File: src/sv/arenv_pkg.sv
// shared constants for the attack/release envelope
`default_nettype none
package arenv_pkg;
	localparam int TIME_BITS_DEF       = 32;
	localparam int LEVEL_FRAC_BITS_DEF = 16;

	// ramp durations in ms
	localparam int DUR_W = 15;
	localparam logic [DUR_W-1:0] DEFAULT_ATTACK  = 15'd10;
	localparam logic [DUR_W-1:0] DEFAULT_RELEASE = 15'd500;

	// configuration register indexes
	localparam int CFG_IDX_W = 2;
	localparam logic [CFG_IDX_W-1:0] REG_ATTACK  = 2'd0;
	localparam logic [CFG_IDX_W-1:0] REG_RELEASE = 2'd1;

	// phase codes as seen on the result
	localparam logic [1:0] PH_QUIET   = 2'd0;
	localparam logic [1:0] PH_ATTACK  = 2'd1;
	localparam logic [1:0] PH_RELEASE = 2'd2;

	localparam logic FUNC_TICK    = 1'b0;
	localparam logic FUNC_TRIGGER = 1'b1;
endpackage
`default_nettype wire

File: src/sv/attack_release_envelope.sv
// top level: envelope state, sequencer and result register
`default_nettype none
// Linear attack/release envelope. Each transaction on the input channel is a
// tick (func 0) or a trigger (func 1) stamped with the current ms time, and
// yields exactly one result transaction with the new level (full scale is
// 1 << LEVEL_FRAC_BITS) and phase. A tick inside a ramp runs one multiply
// and then a shared restoring divider that retires one quotient bit per
// cycle, and only then loads the result register; triggers, quiet ticks
// and ramp ends skip the multiply and the divider and load it directly.
// One transaction is processed at a time; in_ready is high only
// while the sequencer is idle. Register writes made outside quiet take effect
// at the next return to quiet.
module attack_release_envelope import arenv_pkg::*; #(
	parameter int TIME_BITS       = TIME_BITS_DEF,
	parameter int LEVEL_FRAC_BITS = LEVEL_FRAC_BITS_DEF
) (
	input  wire logic                       clk,
	input  wire logic                       arst_n,
	input  wire logic                       cfg_we,
	input  wire logic [CFG_IDX_W-1:0]       cfg_idx,
	input  wire logic [DUR_W-1:0]           cfg_data,
	input  wire logic                       in_valid,
	output logic                            in_ready,
	input  wire logic                       func,
	input  wire logic [TIME_BITS-1:0]       now_ms,
	output logic                            out_valid,
	input  wire logic                       out_ready,
	output logic      [LEVEL_FRAC_BITS:0]   level,
	output logic      [1:0]                 phase
);
	localparam int LEVEL_W = LEVEL_FRAC_BITS + 1;
	localparam int PROD_W  = LEVEL_W + DUR_W;
	localparam logic [LEVEL_W-1:0] FULL = LEVEL_W'(1) << LEVEL_FRAC_BITS;

	typedef enum logic [3:0] {
		S_IDLE = 4'b0001,
		S_MUL  = 4'b0010,
		S_DIV  = 4'b0100,
		S_OUT  = 4'b1000
	} state_t;

	state_t              state_q;
	logic [DUR_W-1:0]    attack_ms_q, release_ms_q;
	logic [DUR_W-1:0]    act_attack_q, act_release_q;
	logic [1:0]          cur_phase_q;
	logic [LEVEL_W-1:0]  cur_level_q;
	logic [LEVEL_W-1:0]  start_level_q;
	logic [TIME_BITS-1:0] start_time_q;
	logic [DUR_W-1:0]    duration_q;
	logic [LEVEL_W-1:0]  op_a_q;
	logic [DUR_W-1:0]    op_b_q;
	logic [DUR_W-1:0]    dvs_q;
	logic                out_valid_q;
	logic [LEVEL_W-1:0]  level_q;
	logic [1:0]          phase_q;

	logic                in_fire;
	logic [TIME_BITS-1:0] elapsed;
	logic [DUR_W-1:0]    dur_eff;
	logic                ramp_over;
	logic [DUR_W-1:0]    new_attack, new_release;
	logic [DUR_W-1:0]    pick_attack, pick_release;
	logic [PROD_W-1:0]   product;
	logic                div_done, div_rem_nz;
	logic [PROD_W-1:0]   div_quo;
	logic [LEVEL_W-1:0]  quo;
	logic [LEVEL_W-1:0]  drop;
	logic                out_load;

	assign in_ready = (state_q == S_IDLE);
	assign in_fire  = in_valid && in_ready;

	always_comb begin
		elapsed   = now_ms - start_time_q;
		dur_eff   = (duration_q != '0) ? duration_q : DUR_W'(1);
		ramp_over = (elapsed > TIME_BITS'(dur_eff));
		product   = PROD_W'(op_a_q) * PROD_W'(op_b_q);
		quo       = div_quo[LEVEL_W-1:0];
		drop      = quo + LEVEL_W'(div_rem_nz);
		out_load  = (state_q == S_OUT) && (!out_valid_q || out_ready);
	end

	// register values after a write this cycle, zero picks the default
	always_comb begin
		new_attack  = attack_ms_q;
		new_release = release_ms_q;
		if (cfg_we) begin
			unique case (cfg_idx)
				REG_ATTACK:  new_attack  = cfg_data;
				REG_RELEASE: new_release = cfg_data;
				default: ;
			endcase
		end
		pick_attack  = (new_attack != '0) ? new_attack : DEFAULT_ATTACK;
		pick_release = (new_release != '0) ? new_release : DEFAULT_RELEASE;
	end

	arenv_div #(
		.DVD_W(PROD_W),
		.DVS_W(DUR_W)
	) u_div (
		.clk     (clk),
		.arst_n  (arst_n),
		.start   (state_q == S_MUL),
		.dividend(product),
		.divisor (dvs_q),
		.done    (div_done),
		.quotient(div_quo),
		.rem_nz  (div_rem_nz)
	);

	always_ff @(posedge clk or negedge arst_n) begin
		if (!arst_n) begin
			state_q       <= S_IDLE;
			attack_ms_q   <= DEFAULT_ATTACK;
			release_ms_q  <= DEFAULT_RELEASE;
			act_attack_q  <= DEFAULT_ATTACK;
			act_release_q <= DEFAULT_RELEASE;
			cur_phase_q   <= PH_QUIET;
			cur_level_q   <= '0;
			start_level_q <= '0;
			start_time_q  <= '0;
			duration_q    <= DEFAULT_ATTACK;
			out_valid_q   <= 1'b0;
		end else begin
			attack_ms_q  <= new_attack;
			release_ms_q <= new_release;
			if (cfg_we && cur_phase_q == PH_QUIET) begin
				act_attack_q  <= pick_attack;
				act_release_q <= pick_release;
			end

			if (out_load) begin
				out_valid_q <= 1'b1;
			end else if (out_ready) begin
				out_valid_q <= 1'b0;
			end

			unique case (state_q)
				S_IDLE: begin
					if (in_fire) begin
						state_q <= S_OUT;
						if (func == FUNC_TRIGGER) begin
							if (cur_level_q != FULL) begin
								start_level_q <= cur_level_q;
								start_time_q  <= now_ms;
								duration_q    <= act_attack_q;
								cur_phase_q   <= PH_ATTACK;
							end
						end else if (cur_phase_q == PH_ATTACK) begin
							if (ramp_over) begin
								cur_level_q   <= FULL;
								start_level_q <= FULL;
								start_time_q  <= now_ms;
								duration_q    <= act_release_q;
								cur_phase_q   <= PH_RELEASE;
							end else begin
								state_q <= S_MUL;
							end
						end else if (cur_phase_q == PH_RELEASE) begin
							if (ramp_over) begin
								cur_level_q   <= '0;
								start_level_q <= '0;
								cur_phase_q   <= PH_QUIET;
								act_attack_q  <= pick_attack;
								act_release_q <= pick_release;
							end else begin
								state_q <= S_MUL;
							end
						end
					end
				end
				S_MUL: state_q <= S_DIV;
				S_DIV: begin
					if (div_done) begin
						state_q <= S_OUT;
						if (cur_phase_q == PH_ATTACK) begin
							cur_level_q <= start_level_q + quo;
						end else begin
							// release level is the exact value truncated, so round the drop up
							cur_level_q <= (drop < start_level_q) ? start_level_q - drop : '0;
						end
					end
				end
				S_OUT: begin
					if (out_load) begin
						state_q <= S_IDLE;
					end
				end
				default: state_q <= S_IDLE;
			endcase
		end
	end

	// multiply operands: span toward full in attack, start level in release
	always_ff @(posedge clk) begin
		if (in_fire) begin
			op_a_q <= (cur_phase_q == PH_ATTACK)
				? ((start_level_q < FULL) ? FULL - start_level_q : '0)
				: start_level_q;
			op_b_q <= elapsed[DUR_W-1:0];
			dvs_q  <= dur_eff;
		end
		if (out_load) begin
			level_q <= cur_level_q;
			phase_q <= cur_phase_q;
		end
	end

	assign out_valid = out_valid_q;
	assign level     = level_q;
	assign phase     = phase_q;
endmodule
`default_nettype wire

File: src/sv/arenv_div.sv
// restoring divider, one quotient bit per cycle
`default_nettype none
module arenv_div import arenv_pkg::*; #(
	parameter int DVD_W = 32,
	parameter int DVS_W = 15
) (
	input  wire logic             clk,
	input  wire logic             arst_n,
	input  wire logic             start,
	input  wire logic [DVD_W-1:0] dividend,
	input  wire logic [DVS_W-1:0] divisor,
	output logic                  done,
	output logic      [DVD_W-1:0] quotient,
	output logic                  rem_nz
);
	localparam int CNT_W = $clog2(DVD_W + 1);

	logic [CNT_W-1:0] cnt_q;
	logic             busy_q;
	logic             done_q;
	logic [DVD_W-1:0] dvd_q;
	logic [DVS_W-1:0] dvs_q;
	logic [DVS_W-1:0] rem_q;

	logic [DVS_W:0]   trial;
	logic [DVS_W:0]   diff;
	logic             ge;

	always_comb begin
		trial = {rem_q, dvd_q[DVD_W-1]};
		diff  = trial - {1'b0, dvs_q};
		ge    = (trial >= {1'b0, dvs_q});
	end

	always_ff @(posedge clk or negedge arst_n) begin
		if (!arst_n) begin
			busy_q <= 1'b0;
			done_q <= 1'b0;
			cnt_q  <= '0;
		end else begin
			done_q <= 1'b0;
			if (start) begin
				busy_q <= 1'b1;
				cnt_q  <= CNT_W'(DVD_W);
			end else if (busy_q) begin
				cnt_q <= cnt_q - CNT_W'(1);
				if (cnt_q == CNT_W'(1)) begin
					busy_q <= 1'b0;
					done_q <= 1'b1;
				end
			end
		end
	end

	// quotient bits shift in at the bottom as the dividend shifts out the top
	always_ff @(posedge clk) begin
		if (start) begin
			dvd_q <= dividend;
			dvs_q <= divisor;
			rem_q <= '0;
		end else if (busy_q) begin
			dvd_q <= {dvd_q[DVD_W-2:0], ge};
			rem_q <= ge ? diff[DVS_W-1:0] : trial[DVS_W-1:0];
		end
	end

	assign done     = done_q;
	assign quotient = dvd_q;
	assign rem_nz   = |rem_q;
endmodule
`default_nettype wire
File: config.mk
export PLATFORM = sky130hd
export DESIGN_NAME = attack_release_envelope
export DESIGN_NICKNAME = d
export VERILOG_FILES = /design/src/sv/arenv_pkg.sv /design/src/sv/attack_release_envelope.sv /design/src/sv/arenv_div.sv
export SDC_FILE = /design/constraint.sdc
export NUM_CORES = 1
export LEC_CHECK = 0
export BUFFER_PORTS_ARGS = -buffer_cell sky130_fd_sc_hd__buf_2
export CAP_MARGIN = 10
export CORE_MARGIN = 2
export CORE_UTILIZATION = 64
export DETAILED_ROUTE_END_ITERATION = 7
export GPL_ROUTABILITY_DRIVEN = 0
export PLACE_DENSITY = 0.9
export SYNTH_ARGS = -nofsm -noshare
export SYNTH_HDL_FRONTEND = slang
export SYNTH_SLANG_ARGS = --single-unit
File: constraint.sdc
create_clock -name clk -period 7.85 [get_ports clk]
set_input_delay 0.3925 -clock clk [delete_from_list [all_inputs] [get_ports clk]]
set_output_delay 0.3925 -clock clk [all_outputs]
set_load 0.02 [all_outputs]
==> flow_summary.json <==
{
  "drt_iter0_drc": 1568,
  "gr-total-overflow": 0,
  "path_cells": "and2_1 > fa_1 > inv_1 > fa_1 > inv_1 > fa_1 > inv_1 > fa_1 > inv_1 > fa_1 > inv_1 > fa_1 > inv_1 > ha_1 > a21oi_1 > o211ai_1 > o21ai_0 > o21ai_0 > a41oi_1 > a211oi_1 > a221oi_1 > a21oi_1 > xnor2_1 > o21ai_0",
  "io_pins": 76,
  "ys_seq_elements": 284,
  "cts-resized-gates": 0,
  "syn_area_per_cell_um2": 9.97,
  "hold_path.class": "in -> reg",
  "worst-r2r-setup-slack_ns": 0.48,
  "avgViaCountPerCell": 6.21,
  "dp_hpwl_um": 43900,
  "ys_warn_count": 0,
  "ant_nets": 0,
  "rsz0062_at_grt": "no",
  "wl_per_cell_um": 19.2,
  "dieHeight_um": 198,
  "synth_most_common_cell": "inv_1",
  "root_buffer": "clkbuf_16",
  "clk_latency_ns": 0.59,
  "end_kind": "flop",
  "worstReg2RegEnd": "u_div.quotient[31]",
  "netlist_area_um2": 24100,
  "grt_pass1_wl_um": 96100,
  "dr.pass1.iters": 6,
  "cts_tree": "built",
  "synthMuxAreaShare_pct": 4.98,
  "synthTopCellsByArea": "fa_1 (16%), dfrtp_1 (14%), edfxtp_1 (14%)",
  "placementRows": 71,
  "final_nets": 2899,
  "startpoint_type": "flop",
  "r2r_cells": 24,
  "hold_ws_ns": 0.0332,
  "holdPathStages": 2,
  "antenna_found_initial": 0,
  "synth_xor_area_share_pct": 3.81,
  "cp_max_fo": 15,
  "synthAdderAreaFrac_pct": 26.5,
  "synth_edf_count": 113,
  "ys_seq_area_share_pct": 31.6,
  "maxSlewHeadroom_pct": 30.6,
  "synth_top_family_by_area": "adder cells",
  "cpPeakStageDelay_ns": 0.60,
  "fp.dieArea_um2": 39300,
  "core_area_um2": 37400,
  "grt_pass1_vias": 19400,
  "min_to": "start_time_q[26]",
  "synthTopCellsByCount": "inv_1 (323), nand2_1 (229), fa_1 (197), ha_1 (196), and2_1 (155)",
  "htree_num_levels": 1,
  "drive_above_1_share_pct": 10.6,
  "placed_area_um2": 24900,
  "crit_slowest_cell": "edfxtp_1",
  "clock_path_buffers": 3,
  "yosys.area.top_type_share_pct": 16.3,
  "fin_crit_ns": 7.37,
  "post_cts_buffers": 0,
  "io_buffer_count": 75,
  "tightest_slew_ns": 1.04,
  "postSynthCellCount": 2422,
  "finalSetupViolCount": 0,
  "hold_buffers": 1,
  "skew_ns": 0.0395,
  "min_from": "now_ms[26]",
  "cp.arrival_ns": 7.68,
  "design_area_um2": 26000,
  "drc": 0,
  "grt_usage_pct": 30.4,
  "grt_max_degree": 100,
  "max_cap_violations": 0,
  "critPathRequiredTime_ns": 8.16,
  "routed-via-count": 18500,
  "synth_ff_type": "dfrtp_1",
  "clkTransAtPathRegs_ns": 0.07,
  "cts_sinks": 284,
  "diodes": 0,
  "syn_nets": 2870,
  "crit_type": "reg -> reg",
  "slew_viol_final": 0,
  "syn_to_final_growth_pct": 7.73,
  "fin_setup_tns_ns": 0,
  "wl_um": 57400,
  "synth_top_cell_by_area": "fa_1",
  "outcome": "finished, final reports clean",
  "synth_compound_area_share_pct": 11.8,
  "r2r_start": "op_a_q[10]",
  "start_util_pct": 64.5,
  "fmax_mhz": 136,
  "async_flop_share_pct": 54.9,
  "cts_buffers": 30,
  "synth_cell_type_count": 86,
  "fin_crit_sh_pct": 93.9,
  "synthSimpleGateAreaFrac_pct": 14.5,
  "finalHoldViolCount": 0,
  "chipWidth_um": 198
}
## through the flow
| stage | util, % | cells | setup slack (ns) |
|---|---|---|---|
| after floorplan | - | 2422 | 1.16 |
| after global placement | 66.5 | 2926 | 0.817 |
| after detailed placement | 66.5 | 2926 | 0.586 |
| after CTS | 69.4 | 2983 | 0.553 |
| after global routing | 69.5 | 2986 | 0.0138 |
| final | 69.5 | 2986 | 0.479 |
## kinds of logic after synthesis
| logic type | count (synthesis) |
|---|---|
| XOR/XNOR | 105 |
| flip-flops | 284 |
| multiplexers | 109 |
| AND/OR/NAND/NOR | 679 |
| buffers and inverters | 424 |
| AO/OA/AOI/OAI | 428 |
| adder cells (fa/ha/maj) | 393 |
## how the worst max path moves through the flow
stage	to	cells after the start	slack [ns]	start
final	u_div.quotient[31]	24	0.48	op_a_q[10]
after global routing	u_div.quotient[31]	24	0.01	op_a_q[10]
after CTS	u_div.quotient[31]	24	0.55	op_a_q[10]
after detailed placement	u_div.quotient[31]	24	0.59	op_a_q[10]
after global placement	u_div.quotient[31]	24	0.82	op_a_q[10]
after floorplan	u_div.quotient[30]	26	1.16	op_b_q[0]
## metal layers
metal | share of wire, % | global-route usage [%] | up-vias | wire [um]
li1 | - | - | 8258 | -
met1 | 39 | 38.4 | 9102 | 22100
met2 | 49 | 52.6 | 958 | 28200
met3 | 8.4 | 5.06 | 215 | 4800
met4 | 4.1 | 11.2 | 0 | 2330
met5 | 0 | 0 | - | 0
## cells in the final DEF, fill, tap and decap left out, drive strengths merged, types with 33 or more instances in the layout
| master | count |
|---|---|
| inv | 328 |
| nand2 | 229 |
| fa | 197 |
| ha | 196 |
| and2 | 155 |
| dfrtp | 137 |
| o21ai | 115 |
| edfxtp | 113 |
| a21oi | 103 |
| buf | 96 |
| nor2 | 90 |
| mux2 | 89 |
| xnor2 | 59 |
| xor2 | 46 |
| a21o | 40 |
| clkbuf | 33 |
## registers in the layout (all words and copies together) (netlist names), 2 cells and up
name,cells
attack_ms_q,15
release_ms_q,15
state_q,4
cur_phase_q,2
u_div.quotient,32
u_div.cnt_q,6
act_release_q,15
start_time_q,32
start_level_q,17
act_attack_q,15
op_a_q,17
phase,2
duration_q,15
level,17
op_b_q,15
cur_level_q,17
u_div.dvs_q,15
u_div.rem_q,15
dvs_q,15
## final cells by class
class / instances / area (um^2)
clock inverters: 23 / 294
well taps: 511 / 639
flip-flops and latches: 284 / 7620
fillers: 2507 / 11400
repair buffers: 97 / 586
inverters: 324 / 1220
multi-input cells: 1714 / 14900
clock buffers: 33 / 762
## worst max-delay path, delay by kind of cell, from the launching register on
family | cells | cell delay (ns)
fa+ha+maj | 7 | 3.41
compound gates | 9 | 2.34
flops | 1 | 0.60
buf+inv | 6 | 0.33
simple gates | 1 | 0.25
xor+xnor | 1 | 0.18
Power is not shown: default switching activity piles up to over one toggle a cycle in this logic, so the estimate is an artifact.
